==> config.mk <==
export PLATFORM = sky130hd
export DESIGN_NAME = touch_swipe_gesture_detector_flat
export DESIGN_NICKNAME = d
export VERILOG_FILES = /design/src/rtl/core/tsgd_pkg.sv /design/src/rtl/core/tsgd_in_if.sv /design/src/rtl/core/tsgd_out_if.sv /design/src/rtl/core/touch_swipe_gesture_detector.sv /design/src/rtl/core/tsgd_regs.sv /design/src/rtl/core/tsgd_classify.sv /design/src/flat_wrapper.sv
export SDC_FILE = /design/constraint.sdc
export NUM_CORES = 1
export LEC_CHECK = 0
export BUFFER_PORTS_ARGS = -buffer_cell sky130_fd_sc_hd__clkbuf_2
export CORE_MARGIN = 1
export CORE_UTILIZATION = 40
export CTS_BUF_LIST = sky130_fd_sc_hd__clkbuf_4
export DETAILED_ROUTE_END_ITERATION = 8
export GPL_TIMING_DRIVEN = 0
export PLACE_DENSITY = 0.55
export SLEW_MARGIN = 10
export SYNTH_ARGS = -nofsm -noshare
export SYNTH_HDL_FRONTEND = slang
export SYNTH_SLANG_ARGS = --single-unit
export TNS_END_PERCENT = 100
==> constraint.sdc <==
create_clock -name clk -period 7.8 [get_ports clk]
set_clock_uncertainty 0.15 [all_clocks]
set_input_delay 0.39 -clock clk [delete_from_list [all_inputs] [get_ports clk]]
set_output_delay 0.39 -clock clk [all_outputs]
set_load 0.01 [all_outputs]
==> src/rtl/core/tsgd_pkg.sv <==
`timescale 1ns / 1ps

package tsgd_pkg;

  // Width of every configuration register.
  localparam int REG_BITS = 12;

  // APB data and address widths.
  localparam int APB_DATA_BITS = 32;
  localparam int REG_COUNT     = 6;
  localparam int IDX_BITS      = 3;
  localparam int APB_ADDR_BITS = IDX_BITS + 2;

  localparam int KIND_BITS    = 2;
  localparam int GESTURE_BITS = 3;

  typedef enum logic [KIND_BITS-1:0] {
    KIND_SAMPLE  = 2'd0,
    KIND_RELEASE = 2'd1,
    KIND_QUERY   = 2'd2
  } kind_t;

  typedef enum logic [GESTURE_BITS-1:0] {
    GEST_NONE  = 3'd0,
    GEST_RIGHT = 3'd1,
    GEST_LEFT  = 3'd2,
    GEST_DOWN  = 3'd3,
    GEST_UP    = 3'd4
  } gesture_t;

  typedef enum logic [IDX_BITS-1:0] {
    REG_START_X_MIN      = 3'd0,
    REG_START_X_MAX      = 3'd1,
    REG_START_Y_MIN      = 3'd2,
    REG_START_Y_MAX      = 3'd3,
    REG_MIN_TRAVEL       = 3'd4,
    REG_MAX_CROSS_TRAVEL = 3'd5
  } reg_idx_t;

  localparam logic [REG_BITS-1:0] RST_START_X_MIN      = 12'd0;
  localparam logic [REG_BITS-1:0] RST_START_X_MAX      = 12'd4095;
  localparam logic [REG_BITS-1:0] RST_START_Y_MIN      = 12'd0;
  localparam logic [REG_BITS-1:0] RST_START_Y_MAX      = 12'd4095;
  localparam logic [REG_BITS-1:0] RST_MIN_TRAVEL       = 12'd100;
  localparam logic [REG_BITS-1:0] RST_MAX_CROSS_TRAVEL = 12'd50;

  typedef struct packed {
    logic [REG_BITS-1:0] start_x_min;
    logic [REG_BITS-1:0] start_x_max;
    logic [REG_BITS-1:0] start_y_min;
    logic [REG_BITS-1:0] start_y_max;
    logic [REG_BITS-1:0] min_travel;
    logic [REG_BITS-1:0] max_cross_travel;
  } cfg_t;

endpackage

==> src/rtl/core/tsgd_in_if.sv <==
`timescale 1ns / 1ps

interface tsgd_in_if #(
  parameter int COORD_BITS = 12
);
  logic                                valid;
  logic                                ready;
  logic [tsgd_pkg::KIND_BITS-1:0]      kind;
  logic [COORD_BITS-1:0]               pos_x;
  logic [COORD_BITS-1:0]               pos_y;

  modport source (output valid, kind, pos_x, pos_y, input ready);
  modport sink   (input valid, kind, pos_x, pos_y, output ready);
endinterface

==> src/rtl/core/tsgd_out_if.sv <==
`timescale 1ns / 1ps

interface tsgd_out_if;
  logic                                valid;
  logic                                ready;
  logic [tsgd_pkg::GESTURE_BITS-1:0]   gesture;

  modport source (output valid, gesture, input ready);
  modport sink   (input valid, gesture, output ready);
endinterface

==> src/rtl/core/touch_swipe_gesture_detector.sv <==
`timescale 1ns / 1ps

// Swipe gesture detector. It takes one item per clock cycle on in_ch: a touch
// sample, a touch release or a gesture query, selected by kind. Every item is
// first captured in an input register and is then worked off by a short
// compare-and-subtract path that updates the touch state and, for a query,
// loads the output register, which presents the result on out_ch. Samples
// and releases produce no result. The input side stays ready in every cycle
// except when a query sits in the input register while the output register
// still holds an untaken result; then in_ch.ready drops until out_ch takes
// that result. The six window and travel registers sit on an APB port at
// byte addresses 0, 4, 8, 12, 16 and 20 and are written only while the
// detector is idle, as the user must ensure; no logic in the block enforces it.
module touch_swipe_gesture_detector #(
  parameter int COORD_BITS = 12
) (
  input  logic                                  clk,
  input  logic                                  rst_n,
  tsgd_in_if.sink                               in_ch,
  tsgd_out_if.source                            out_ch,
  input  logic                                  psel,
  input  logic                                  penable,
  input  logic                                  pwrite,
  input  logic [tsgd_pkg::APB_ADDR_BITS-1:0]    paddr,
  input  logic [tsgd_pkg::APB_DATA_BITS-1:0]    pwdata,
  output logic [tsgd_pkg::APB_DATA_BITS-1:0]    prdata,
  output logic                                  pready
);

  tsgd_pkg::cfg_t cfg;

  tsgd_regs u_regs (
    .clk     (clk),
    .rst_n   (rst_n),
    .psel    (psel),
    .penable (penable),
    .pwrite  (pwrite),
    .paddr   (paddr),
    .pwdata  (pwdata),
    .prdata  (prdata),
    .pready  (pready),
    .cfg     (cfg)
  );

  // Input register.
  logic                             s1_valid_r;
  logic                             s1_valid_nxt;
  tsgd_pkg::kind_t                  s1_kind_r;
  logic [COORD_BITS-1:0]            s1_x_r;
  logic [COORD_BITS-1:0]            s1_y_r;

  // Touch state, cleared at reset as the current point is used even when stale.
  logic                             pressed_r, pressed_nxt;
  logic                             armed_r, armed_nxt;
  logic [COORD_BITS-1:0]            start_x_r, start_x_nxt;
  logic [COORD_BITS-1:0]            start_y_r, start_y_nxt;
  logic [COORD_BITS-1:0]            now_x_r, now_x_nxt;
  logic [COORD_BITS-1:0]            now_y_r, now_y_nxt;

  // Output register.
  logic                             out_valid_r, out_valid_nxt;
  tsgd_pkg::gesture_t               gesture_r, gesture_nxt;

  logic                             s1_query;
  logic                             s1_go;
  logic                             accept;
  logic                             in_window;
  tsgd_pkg::gesture_t               class_g;

  tsgd_classify #(
    .COORD_BITS (COORD_BITS)
  ) u_classify (
    .start_x   (start_x_r),
    .start_y   (start_y_r),
    .now_x     (now_x_r),
    .now_y     (now_y_r),
    .cfg       (cfg),
    .in_window (in_window),
    .gesture   (class_g)
  );

  // A query may only leave the input register when the output register is
  // free or is handing its result over in this cycle.
  assign s1_query     = (s1_kind_r == tsgd_pkg::KIND_QUERY);
  assign s1_go        = s1_valid_r && !(s1_query && out_valid_r && !out_ch.ready);
  assign in_ch.ready  = !s1_valid_r || s1_go;
  assign accept       = in_ch.valid && in_ch.ready;
  assign s1_valid_nxt = accept || (s1_valid_r && !s1_go);

  always_comb begin
    pressed_nxt   = pressed_r;
    armed_nxt     = armed_r;
    start_x_nxt   = start_x_r;
    start_y_nxt   = start_y_r;
    now_x_nxt     = now_x_r;
    now_y_nxt     = now_y_r;
    gesture_nxt   = gesture_r;
    out_valid_nxt = out_valid_r && !out_ch.ready;
    if (s1_go) begin
      case (s1_kind_r)
        tsgd_pkg::KIND_SAMPLE: begin
          // The first sample of a press fixes the start point.
          if (!pressed_r) begin
            start_x_nxt = s1_x_r;
            start_y_nxt = s1_y_r;
            pressed_nxt = 1'b1;
          end else begin
            now_x_nxt = s1_x_r;
            now_y_nxt = s1_y_r;
          end
        end
        tsgd_pkg::KIND_RELEASE: begin
          if (pressed_r) begin
            armed_nxt = 1'b1;
          end
          pressed_nxt = 1'b0;
        end
        tsgd_pkg::KIND_QUERY: begin
          // An out-of-window start answers none and keeps the gesture armed.
          out_valid_nxt = 1'b1;
          if (armed_r && in_window) begin
            gesture_nxt = class_g;
            armed_nxt   = 1'b0;
          end else begin
            gesture_nxt = tsgd_pkg::GEST_NONE;
          end
        end
        default: ;
      endcase
    end
  end

  always_ff @(posedge clk) begin
    if (!rst_n) begin
      s1_valid_r  <= 1'b0;
      pressed_r   <= 1'b0;
      armed_r     <= 1'b0;
      start_x_r   <= '0;
      start_y_r   <= '0;
      now_x_r     <= '0;
      now_y_r     <= '0;
      out_valid_r <= 1'b0;
    end else begin
      s1_valid_r  <= s1_valid_nxt;
      pressed_r   <= pressed_nxt;
      armed_r     <= armed_nxt;
      start_x_r   <= start_x_nxt;
      start_y_r   <= start_y_nxt;
      now_x_r     <= now_x_nxt;
      now_y_r     <= now_y_nxt;
      out_valid_r <= out_valid_nxt;
    end
  end

  always_ff @(posedge clk) begin
    if (accept) begin
      s1_kind_r <= tsgd_pkg::kind_t'(in_ch.kind);
      s1_x_r    <= in_ch.pos_x;
      s1_y_r    <= in_ch.pos_y;
    end
    gesture_r <= gesture_nxt;
  end

  assign out_ch.valid   = out_valid_r;
  assign out_ch.gesture = gesture_r;

endmodule

==> src/rtl/core/tsgd_regs.sv <==
`timescale 1ns / 1ps

// APB register file holding the start window and travel limits.
module tsgd_regs (
  input  logic                                  clk,
  input  logic                                  rst_n,
  input  logic                                  psel,
  input  logic                                  penable,
  input  logic                                  pwrite,
  input  logic [tsgd_pkg::APB_ADDR_BITS-1:0]    paddr,
  input  logic [tsgd_pkg::APB_DATA_BITS-1:0]    pwdata,
  output logic [tsgd_pkg::APB_DATA_BITS-1:0]    prdata,
  output logic                                  pready,
  output tsgd_pkg::cfg_t                        cfg
);

  tsgd_pkg::cfg_t                      cfg_r;
  tsgd_pkg::cfg_t                      cfg_nxt;
  tsgd_pkg::reg_idx_t                  idx;
  logic                                wr_en;
  logic [tsgd_pkg::REG_BITS-1:0]       wval;
  logic [tsgd_pkg::REG_BITS-1:0]       rval;

  assign pready = 1'b1;
  assign wr_en  = psel && penable && pwrite;
  assign idx    = tsgd_pkg::reg_idx_t'(paddr[tsgd_pkg::APB_ADDR_BITS-1:2]);
  assign wval   = pwdata[tsgd_pkg::REG_BITS-1:0];

  always_comb begin
    cfg_nxt = cfg_r;
    if (wr_en) begin
      unique case (idx)
        tsgd_pkg::REG_START_X_MIN:      cfg_nxt.start_x_min      = wval;
        tsgd_pkg::REG_START_X_MAX:      cfg_nxt.start_x_max      = wval;
        tsgd_pkg::REG_START_Y_MIN:      cfg_nxt.start_y_min      = wval;
        tsgd_pkg::REG_START_Y_MAX:      cfg_nxt.start_y_max      = wval;
        tsgd_pkg::REG_MIN_TRAVEL:       cfg_nxt.min_travel       = wval;
        tsgd_pkg::REG_MAX_CROSS_TRAVEL: cfg_nxt.max_cross_travel = wval;
        default: ;
      endcase
    end
  end

  always_comb begin
    unique case (idx)
      tsgd_pkg::REG_START_X_MIN:      rval = cfg_r.start_x_min;
      tsgd_pkg::REG_START_X_MAX:      rval = cfg_r.start_x_max;
      tsgd_pkg::REG_START_Y_MIN:      rval = cfg_r.start_y_min;
      tsgd_pkg::REG_START_Y_MAX:      rval = cfg_r.start_y_max;
      tsgd_pkg::REG_MIN_TRAVEL:       rval = cfg_r.min_travel;
      tsgd_pkg::REG_MAX_CROSS_TRAVEL: rval = cfg_r.max_cross_travel;
      default:                        rval = '0;
    endcase
  end

  assign prdata = tsgd_pkg::APB_DATA_BITS'(rval);

  always_ff @(posedge clk) begin
    if (!rst_n) begin
      cfg_r.start_x_min      <= tsgd_pkg::RST_START_X_MIN;
      cfg_r.start_x_max      <= tsgd_pkg::RST_START_X_MAX;
      cfg_r.start_y_min      <= tsgd_pkg::RST_START_Y_MIN;
      cfg_r.start_y_max      <= tsgd_pkg::RST_START_Y_MAX;
      cfg_r.min_travel       <= tsgd_pkg::RST_MIN_TRAVEL;
      cfg_r.max_cross_travel <= tsgd_pkg::RST_MAX_CROSS_TRAVEL;
    end else begin
      cfg_r <= cfg_nxt;
    end
  end

  assign cfg = cfg_r;

endmodule

==> src/rtl/core/tsgd_classify.sv <==
`timescale 1ns / 1ps

// Start window check and swipe direction from the stored points.
module tsgd_classify #(
  parameter int COORD_BITS = 12
) (
  input  logic [COORD_BITS-1:0]  start_x,
  input  logic [COORD_BITS-1:0]  start_y,
  input  logic [COORD_BITS-1:0]  now_x,
  input  logic [COORD_BITS-1:0]  now_y,
  input  tsgd_pkg::cfg_t         cfg,
  output logic                   in_window,
  output tsgd_pkg::gesture_t     gesture
);

  localparam int MW = (COORD_BITS > tsgd_pkg::REG_BITS) ? COORD_BITS : tsgd_pkg::REG_BITS;
  localparam int VW = MW + 2;

  logic signed [VW-1:0] dx;
  logic signed [VW-1:0] dy;
  logic signed [VW-1:0] adx;
  logic signed [VW-1:0] ady;
  logic signed [VW-1:0] lim;
  logic signed [VW-1:0] cross_lim;

  assign in_window = (MW'(start_x) >= MW'(cfg.start_x_min)) &&
                     (MW'(start_x) <= MW'(cfg.start_x_max)) &&
                     (MW'(start_y) >= MW'(cfg.start_y_min)) &&
                     (MW'(start_y) <= MW'(cfg.start_y_max));

  assign dx        = $signed(VW'(now_x)) - $signed(VW'(start_x));
  assign dy        = $signed(VW'(now_y)) - $signed(VW'(start_y));
  assign adx       = dx[VW-1] ? -dx : dx;
  assign ady       = dy[VW-1] ? -dy : dy;
  assign lim       = $signed(VW'(cfg.min_travel));
  assign cross_lim = $signed(VW'(cfg.max_cross_travel));

  // Horizontal swipes take priority over vertical ones.
  always_comb begin
    if (dx > lim && ady < cross_lim) begin
      gesture = tsgd_pkg::GEST_RIGHT;
    end else if (dx < -lim && ady < cross_lim) begin
      gesture = tsgd_pkg::GEST_LEFT;
    end else if (dy > lim && adx < cross_lim) begin
      gesture = tsgd_pkg::GEST_DOWN;
    end else if (dy < -lim && adx < cross_lim) begin
      gesture = tsgd_pkg::GEST_UP;
    end else begin
      gesture = tsgd_pkg::GEST_NONE;
    end
  end

endmodule

==> src/flat_wrapper.sv <==
// flat-port wrapper written by rule: the top's interface ports become plain ports
module touch_swipe_gesture_detector_flat 
#(
  parameter int COORD_BITS = 12
)
  (clk, rst_n, psel, penable, pwrite, paddr, pwdata, prdata, pready, in_ch_valid, in_ch_kind, in_ch_pos_x, in_ch_pos_y, in_ch_ready, out_ch_valid, out_ch_gesture, out_ch_ready);
  tsgd_in_if #(.COORD_BITS(COORD_BITS)) in_ch_i ();
  tsgd_out_if out_ch_i ();
  input  logic clk;
  input  logic rst_n;
  input  logic psel;
  input  logic penable;
  input  logic pwrite;
  input  logic [tsgd_pkg::APB_ADDR_BITS-1:0] paddr;
  input  logic [tsgd_pkg::APB_DATA_BITS-1:0] pwdata;
  output logic [tsgd_pkg::APB_DATA_BITS-1:0] prdata;
  output logic pready;
  input wire logic [$bits(in_ch_i.valid)-1:0] in_ch_valid;
  input wire logic [$bits(in_ch_i.kind)-1:0] in_ch_kind;
  input wire logic [$bits(in_ch_i.pos_x)-1:0] in_ch_pos_x;
  input wire logic [$bits(in_ch_i.pos_y)-1:0] in_ch_pos_y;
  output wire logic [$bits(in_ch_i.ready)-1:0] in_ch_ready;
  output wire logic [$bits(out_ch_i.valid)-1:0] out_ch_valid;
  output wire logic [$bits(out_ch_i.gesture)-1:0] out_ch_gesture;
  input wire logic [$bits(out_ch_i.ready)-1:0] out_ch_ready;
  assign in_ch_i.valid = in_ch_valid;
  assign in_ch_i.kind = in_ch_kind;
  assign in_ch_i.pos_x = in_ch_pos_x;
  assign in_ch_i.pos_y = in_ch_pos_y;
  assign in_ch_ready = in_ch_i.ready;
  assign out_ch_valid = out_ch_i.valid;
  assign out_ch_gesture = out_ch_i.gesture;
  assign out_ch_i.ready = out_ch_ready;
  touch_swipe_gesture_detector #(.COORD_BITS(COORD_BITS)) u_core (.clk(clk), .rst_n(rst_n), .in_ch(in_ch_i), .out_ch(out_ch_i), .psel(psel), .penable(penable), .pwrite(pwrite), .paddr(paddr), .pwdata(pwdata), .prdata(prdata), .pready(pready));
endmodule
# --- Word level (Yosys, flattened, before mapping) ---
# Index checks and enable logic that the tools add are counted.
totals:
  register_bits: 153
  latchBits: 0
  mem_bits_rw: 0
  rom_bits: 0
  in_bits: 70
  elab_cells: 98
  mem_count: 0
classes:
  n_addsub: 5
  n_mul: 0
  div_mod_pow: 0
  n_lt_le_gt_ge: 10
  n_eq_ne: 9
  shifts: 0
  mux: 13
  bitwise: 2
  n_reduce_logical: 39
op_table:
  columns: ["op", "count"]
  rows:
  - ["one-hot mux 12 bit (6 select lines)", 1]
  - ["less-than comparator 13 x 14 -> 1 bit", 2]
  - ["less-than comparator 14 x 13 -> 1 bit", 2]
  - ["2-to-1 mux 14 bit", 2]
  - ["negator 13 -> 14 bit", 2]
  - ["> comparator 13 bit", 2]
  - ["subtractor 12 x 12 -> 13 bit", 2]
  - ["greater-or-equal comparator 12 bit", 2]
  - ["less-or-equal comparator 12 bit", 2]
  - ["logical AND 1 bit", 16]
  - ["AND reduction 2 bit", 8]
  - ["negator 12 -> 14 bit", 1]
  - ["== test 3 x 2 -> 1 bit (second input constant)", 2]
  - ["== test 3 bit (second input constant)", 2]
  - ["AND reduction 3 bit", 2]
  - ["2-to-1 mux 1 bit", 5]
  - ["logical NOT 1 bit", 4]
  - ["2-to-1 mux 2 bit", 2]
  - ["one-hot mux 1 bit (2 select lines)", 2]
  - ["AND reduction 4 bit", 1]
  - ["nonzero test 2 bit", 2]
  - ["OR reduction 4 bit", 1]
  - ["== test 3 x 1 -> 1 bit (second input constant)", 1]
  - ["logical NOT 3 bit", 1]
  - ["9 further kinds", 11]

# --- Depth between registers and ports, before layout ---
logic_depth:
  word_depth: 9
  mapped_depth: 21

# --- Modules after synthesis ---
# Synthesis repeated with hierarchy kept, for this count alone.
unflattened:
  cells_unflattened: 1318
  hier_area_um2: 11370.9
by_module_without_submodules:
  columns: ["module", "instances", "cells_per_inst", "area_each_um2"]
  rows:
  - ["tsgd_classify", 1, 659, 4895.9]
  - ["tsgd_regs", 1, 394, 3627.2]
  - ["touch_swipe_gesture_detector", 1, 265, 2847.7]

# --- Least setup slack after synthesis ---
# No wires, ideal clock.
synth_path:
  kind: "reg-to-reg"
  start: "register u_core.now_x_r[0]"
  end: "register u_core.gesture_r[1], in the netlist u_core.out_ch.gesture[1], data pin"
  setup_ns: 0.278
  arrival_time_ns: 3.535
  required_time_ns: 7.372
  setup_slack_ns: 3.837
  stages_incl_launch_ff: 22
  n_path_buf: 0
  synth_period_minus_slack_ns: 3.963
  path_cell_list: "dfxtp_1 inv_1 ha_1 fa_1 nand2b_1 a21oi_1 xnor2_1 inv_1 nor3_1 or3b_1 nor3_1 nor2_1 xnor2_1 ha_1 nand4_1 nor3_1 o31ai_1 a31oi_1 nor2_1 and2_1 nand2_1 a211oi_1"
synth_between:
  elab_chain_cells: 7
synth_lines:
  columns: ["element", "line", "rtl"]
  rows:
  - ["from (decl)", "touch_swipe_gesture_detector.sv:57", "logic [COORD_BITS-1:0] now_x_r, now_x_nxt;"]
  - ["from (signal assigned)", "touch_swipe_gesture_detector.sv:149", "now_x_r <= now_x_nxt;"]
  - ["subtractor 12 x 12 -> 13 bit (*)", "tsgd_classify.sv:31", "assign dx = $signed(VW'(now_x)) - $signed(VW'(start_x));"]
  - ["negator 13 -> 14 bit", "tsgd_classify.sv:33", "assign adx = dx[VW-1] ? -dx : dx;"]
  - ["2-to-1 mux 14 bit", "tsgd_classify.sv:33", null]
  - ["less-than comparator 14 x 13 -> 1 bit", "tsgd_classify.sv:44", "end else if (dy > lim && adx < cross_lim) begin"]
  - ["logical AND 1 bit", "tsgd_classify.sv:44", null]
  - ["2-to-1 mux 2 bit", "tsgd_classify.sv:44", null]
  - ["2-to-1 mux 2 bit", "tsgd_classify.sv:42", "end else if (dx < -lim && ady < cross_lim) begin"]
  - ["to (signal assigned)", "touch_swipe_gesture_detector.sv:161", "gesture_r <= gesture_nxt;"]
  - ["to (decl)", "touch_swipe_gesture_detector.sv:62", "tsgd_pkg::gesture_t gesture_r, gesture_nxt;"]
# Every way passes the cells marked *; elsewhere a longest branch is shown, timed or not.
# A chain may end at the register's enable or synchronous reset.

# --- Worst setup path in the final report ---
layout_path:
  start: "register u_core.now_y_r[0]"
  end: "register u_core.gesture_r[2], in the netlist u_core.out_ch.gesture[2], data pin"
layout_between:
  elab_chain_cells: 6
layout_lines:
  columns: ["element", "line", "rtl"]
  rows:
  - ["from (decl)", "touch_swipe_gesture_detector.sv:58", "logic [COORD_BITS-1:0] now_y_r, now_y_nxt;"]
  - ["from (signal assigned)", "touch_swipe_gesture_detector.sv:150", "now_y_r <= now_y_nxt;"]
  - ["subtractor 12 x 12 -> 13 bit (*)", "tsgd_classify.sv:32", "assign dy = $signed(VW'(now_y)) - $signed(VW'(start_y));"]
  - ["negator 13 -> 14 bit", "tsgd_classify.sv:34", "assign ady = dy[VW-1] ? -dy : dy;"]
  - ["2-to-1 mux 14 bit", "tsgd_classify.sv:34", null]
  - ["less-than comparator 14 x 13 -> 1 bit", "tsgd_classify.sv:40, tsgd_classify.sv:42", null]
  - ["logical AND 1 bit (on tied branches)", "tsgd_classify.sv:40, tsgd_classify.sv:42", null]
  - ["OR reduction 4 bit (no source line)", null, null]
# Marked as above.

==> summary by stage <==
Status
The flow ran to the end, and the final reports show no timing, DRC or antenna violations.

Synth
The mean cell area of the mapped netlist is 8.33 um2. The count of cell types in the netlist is 75. The number of enable flip-flop cells after synthesis is 29. The fraction of registers with async set/reset is 0.

The area of the mapped netlist is 11100 um2. In this run, synthesis produced a sequential element count of 153. Ranked by total cell area, the synthesized netlist is headed by sky130_fd_sc_hd__dfxtp_1 (22%), sky130_fd_sc_hd__ha_1 (17%), sky130_fd_sc_hd__edfxtp_1 (7.8%), sky130_fd_sc_hd__nand2_1 (7.1%), sky130_fd_sc_hd__a21boi_0 (5.1%). The biggest area contributor in the post-synthesis netlist is sky130_fd_sc_hd__dfxtp_1. The synthesized instance count is 1337. Of the post-synthesis cell area, the dominant cell type holds 0.223.

The count of synthesis-stage warnings from yosys is 0. The commonest register cell after synthesis is sky130_fd_sc_hd__dfxtp_1. The share of synthesized area occupied by flip-flops and latches is 0.301.

Placement
The worst slack at placement is 2.99 ns. Once placement finished, the instance area stood at 12000 um2. At the end of routability-driven placement, the weighted congestion stood at 0.913.

The HPWL after detailed placement is 27400 um. The count of buffers added on input and output ports is 61.

Hold path
Counting instances, the worst hold path has a depth of 3. The tightest min-delay check is of the in2reg type.

Clocking
TritonCTS built the clock tree. Counting along the longest clock path gives a buffer depth of 2. The number of setup buffers added after CTS is 0. The clock insertion delay at the later pin of the skew report is 0.58 ns. The level count of the clock H-tree is 4. The clock net sink count is 153. The clock-pin slew reported for the worst setup and hold paths after clock tree synthesis is 0.16 ns. The clock buffer count from CTS is 17. The root buffer cell chosen for the clock tree is sky130_fd_sc_hd__clkbuf_4.

Worst setup path
The worst endpoint data arrival time is 4.98 ns. STA classifies the critical path endpoint as a flip-flop. The highest-delay cell along the critical path is sky130_fd_sc_hd__fa_1. Traced cell by cell, the critical path runs through inv_1, ha_1, fa_1, nor2b_1, o2111ai_1, a31oi_1, o41a_1, clkinv_1, nand2_1, o21ai_0, ha_1, a21boi_0, o21a_1, o31ai_1, a31oi_1, nor2_1, o311ai_1, nand3_1, nor4_2. The startpoint kind of the worst setup timing path is a flip-flop. On the worst path, the slowest cell contributes a delay of 0.41 ns. The worst setup path is of the reg2reg kind.

In this run the worst path has a maximum fanout of 9. The data required time of the critical path is 7.99 ns. The critical path contains buffers and inverters numbering 2 combined. For the worst flop-to-flop path, the logic depth is 19. The family with the most delay on the worst path is compound AO/OA/AOI/OAI gates. Counting buffers and inverters, the worst setup path is 19 cells deep.

Pwr
Dividing total power by cell area gives a power density of 145 nW/um2. IR analysis of the VDD net gives a maximum drop of 0.126 mV. The overall power consumption is 1.82 mW.

The analysis attributes to cell leakage a power of 5.39 nW.

Timing
The number of failing hold endpoints at the final stage is 0. The final max-slew violation count is 0. Setup violations remaining at the end of the flow were counted as 0.

The part of the cycle the worst path needs is 0.615. The final setup slack of the worst path is 3.01 ns. The worst path in the final design needs a cycle of 4.79 ns, including I/O delays and setup. Setup repair after global routing left no endpoint under its margin. The slew at the pin closest to its max-slew limit is 1.02 ns. The maximum clock frequency is 0.209 GHz. In the final timing run, aggregate negative setup slack is 0 ns. Across all hold checks on the routed design, the worst slack comes to 0.0591 ns.

Headroom to the max-slew limit came out at 0.317.

Floorplan
The height of the chip is 169 um. For this configuration, the core starts out at a cell density of 0.411. The die boundary width is 169 um. The site row count is 60. The floorplan step defined a core boundary enclosing 27100 um2. The number of top-level design ports is 108. The floorplan step defined a die boundary enclosing 28500 um2.

Global route
The overall overflow remaining after global route is 0. Entering global routing, the biggest net connects 27 pins. The initial antenna violation count is 1.

The wire length of the first global-routing pass is 52400 um. In the global route stage, overall resource usage came out at 0.246. The number of global-route vias before repair came to 9196.

Routing
The first routing iteration left 668 violations. Detailed routing inserted a total of 9824 vias. In the routed design, unresolved DRC markers number 0. The wire length after detailed routing is 34300 um. The remaining antenna violation count after routing is 0.

The first-pass detailed-route iteration total is 5. In the routed layout, each cell is associated on average with a via count of 5.31. The routed wire length per instance is 18.5 um.

Finish
In the final layout, the share of cells above drive strength 1 is 0.0893. Leaving out fill and tap cells, the most frequent cells in the layout are sky130_fd_sc_hd__nand2_1 (211), sky130_fd_sc_hd__ha_1 (150), sky130_fd_sc_hd__dfxtp_1 (124), sky130_fd_sc_hd__inv_1 (121), sky130_fd_sc_hd__a21boi_0 (75). The library cell used most frequently in the layout, excluding fill and tap cells, is sky130_fd_sc_hd__nand2_1. The net count of the finished layout is 1687. The area growth from synthesis to layout is 12.8%. The area of all placed cells without fillers is 12600 um2.

Run
The number of max-cap violations is 0.
[cells in the mapped netlist (27+ instances only)]
master / n
sky130_fd_sc_hd__a21boi_0: 75
sky130_fd_sc_hd__a21oi_1: 47
sky130_fd_sc_hd__clkbuf_1: 47
sky130_fd_sc_hd__dfxtp_1: 124
sky130_fd_sc_hd__edfxtp_1: 29
sky130_fd_sc_hd__ha_1: 150
sky130_fd_sc_hd__inv_1: 121
sky130_fd_sc_hd__mux2i_1: 42
sky130_fd_sc_hd__nand2_1: 211
sky130_fd_sc_hd__nand3_1: 31
sky130_fd_sc_hd__nor2_1: 54
sky130_fd_sc_hd__nor2b_1: 40
sky130_fd_sc_hd__o211ai_1: 38
sky130_fd_sc_hd__o21ai_0: 34
sky130_fd_sc_hd__xnor2_1: 27
[flip-flops by register name, indices dropped and copies added, names as in the netlist]
signal / flops
u_core.u_regs.cfg: 72
u_core.start_y_r: 12
u_core.armed_r: 1
u_core.s1_x_r: 12
u_core.s1_valid_r: 1
u_core.pressed_r: 1
u_core.now_x_r: 12
u_core.now_y_r: 12
u_core.s1_kind_r: 2
u_core.out_ch.gesture: 3
u_core.s1_y_r: 12
u_core.out_ch.valid: 1
u_core.start_x_r: 12
[cells by family (layout without fill, tap and decap cells)]
logic type | count (synthesis) | count (layout) | share of synthesized area
simple gates | 439 | 439 | 0.185
other cells | 2 | 22 | 0.000674
xor+xnor | 39 | 39 | 0.0307
fa+ha+maj | 152 | 152 | 0.172
buf+inv | 197 | 319 | 0.0737
mux | 43 | 43 | 0.0398
flops | 153 | 153 | 0.301
compound gates | 312 | 312 | 0.197
[routing by layer]
layer | wire [um] | up-vias | GRT usage
met4 | 761 | 0 | 0.0771
met2 | 15700 | 225 | 0.401
met5 | 0 | - | 0
met3 | 1720 | 35 | 0.0465
met1 | 16000 | 4633 | 0.326
li1 | - | 4931 | -
[cell type report]
| cell class | count | area [um2] |
|---|---|---|
| multi-input cells | 1006 | 7050 |
| inverters | 123 | 462 |
| clock buffers | 17 | 128 |
| fillers | 2746 | 14500 |
| well taps | 372 | 465 |
| diodes | 1 | 2.50 |
| clock inverters | 15 | 151 |
| plain buffers | 74 | 359 |
| repair buffers | 90 | 596 |
| flip-flops and latches | 153 | 3350 |
[power by group]
part           internal, mW  switching, mW
clock network         0.172          0.336
logic                 0.198          0.276
registers             0.822         0.0139
total                  1.19          0.626
[repair_timing]
item	in CTS	in global routing
resized for setup	0	0
hold buffers	28	1
endpoints found under the hold margin	30	1
[final timing paths]
path,slack [ns],to,start
worst max-delay path,3.01,u_core.out_ch.gesture[2],u_core.now_y_r[0]
worst min-delay path,0.06,u_core.u_regs.cfg[13],pwdata[1]
worst max register to register,3.01,u_core.out_ch.gesture[2],u_core.now_y_r[0]
worst min register to register,0.33,u_core.now_x_r[0],u_core.now_x_r[0]
[metrics by stage]
step,util,cells
global route,0.464,1851
finish,0.464,1851
global placement,0.442,1789
floorplan,-,1356
CTS,0.463,1849
detailed placement,0.443,1789
[worst register-to-register path, delay by kind of cell, from the launching register on]
family	cells	cell delay, ns
AOI/OAI and AO/OA	9	1.83
adders and majority gates	3	0.90
buffers and inverters	2	0.47
DFF	1	0.38
and+or+nand+nor	5	0.83
(Power assumes the default switching activity.)
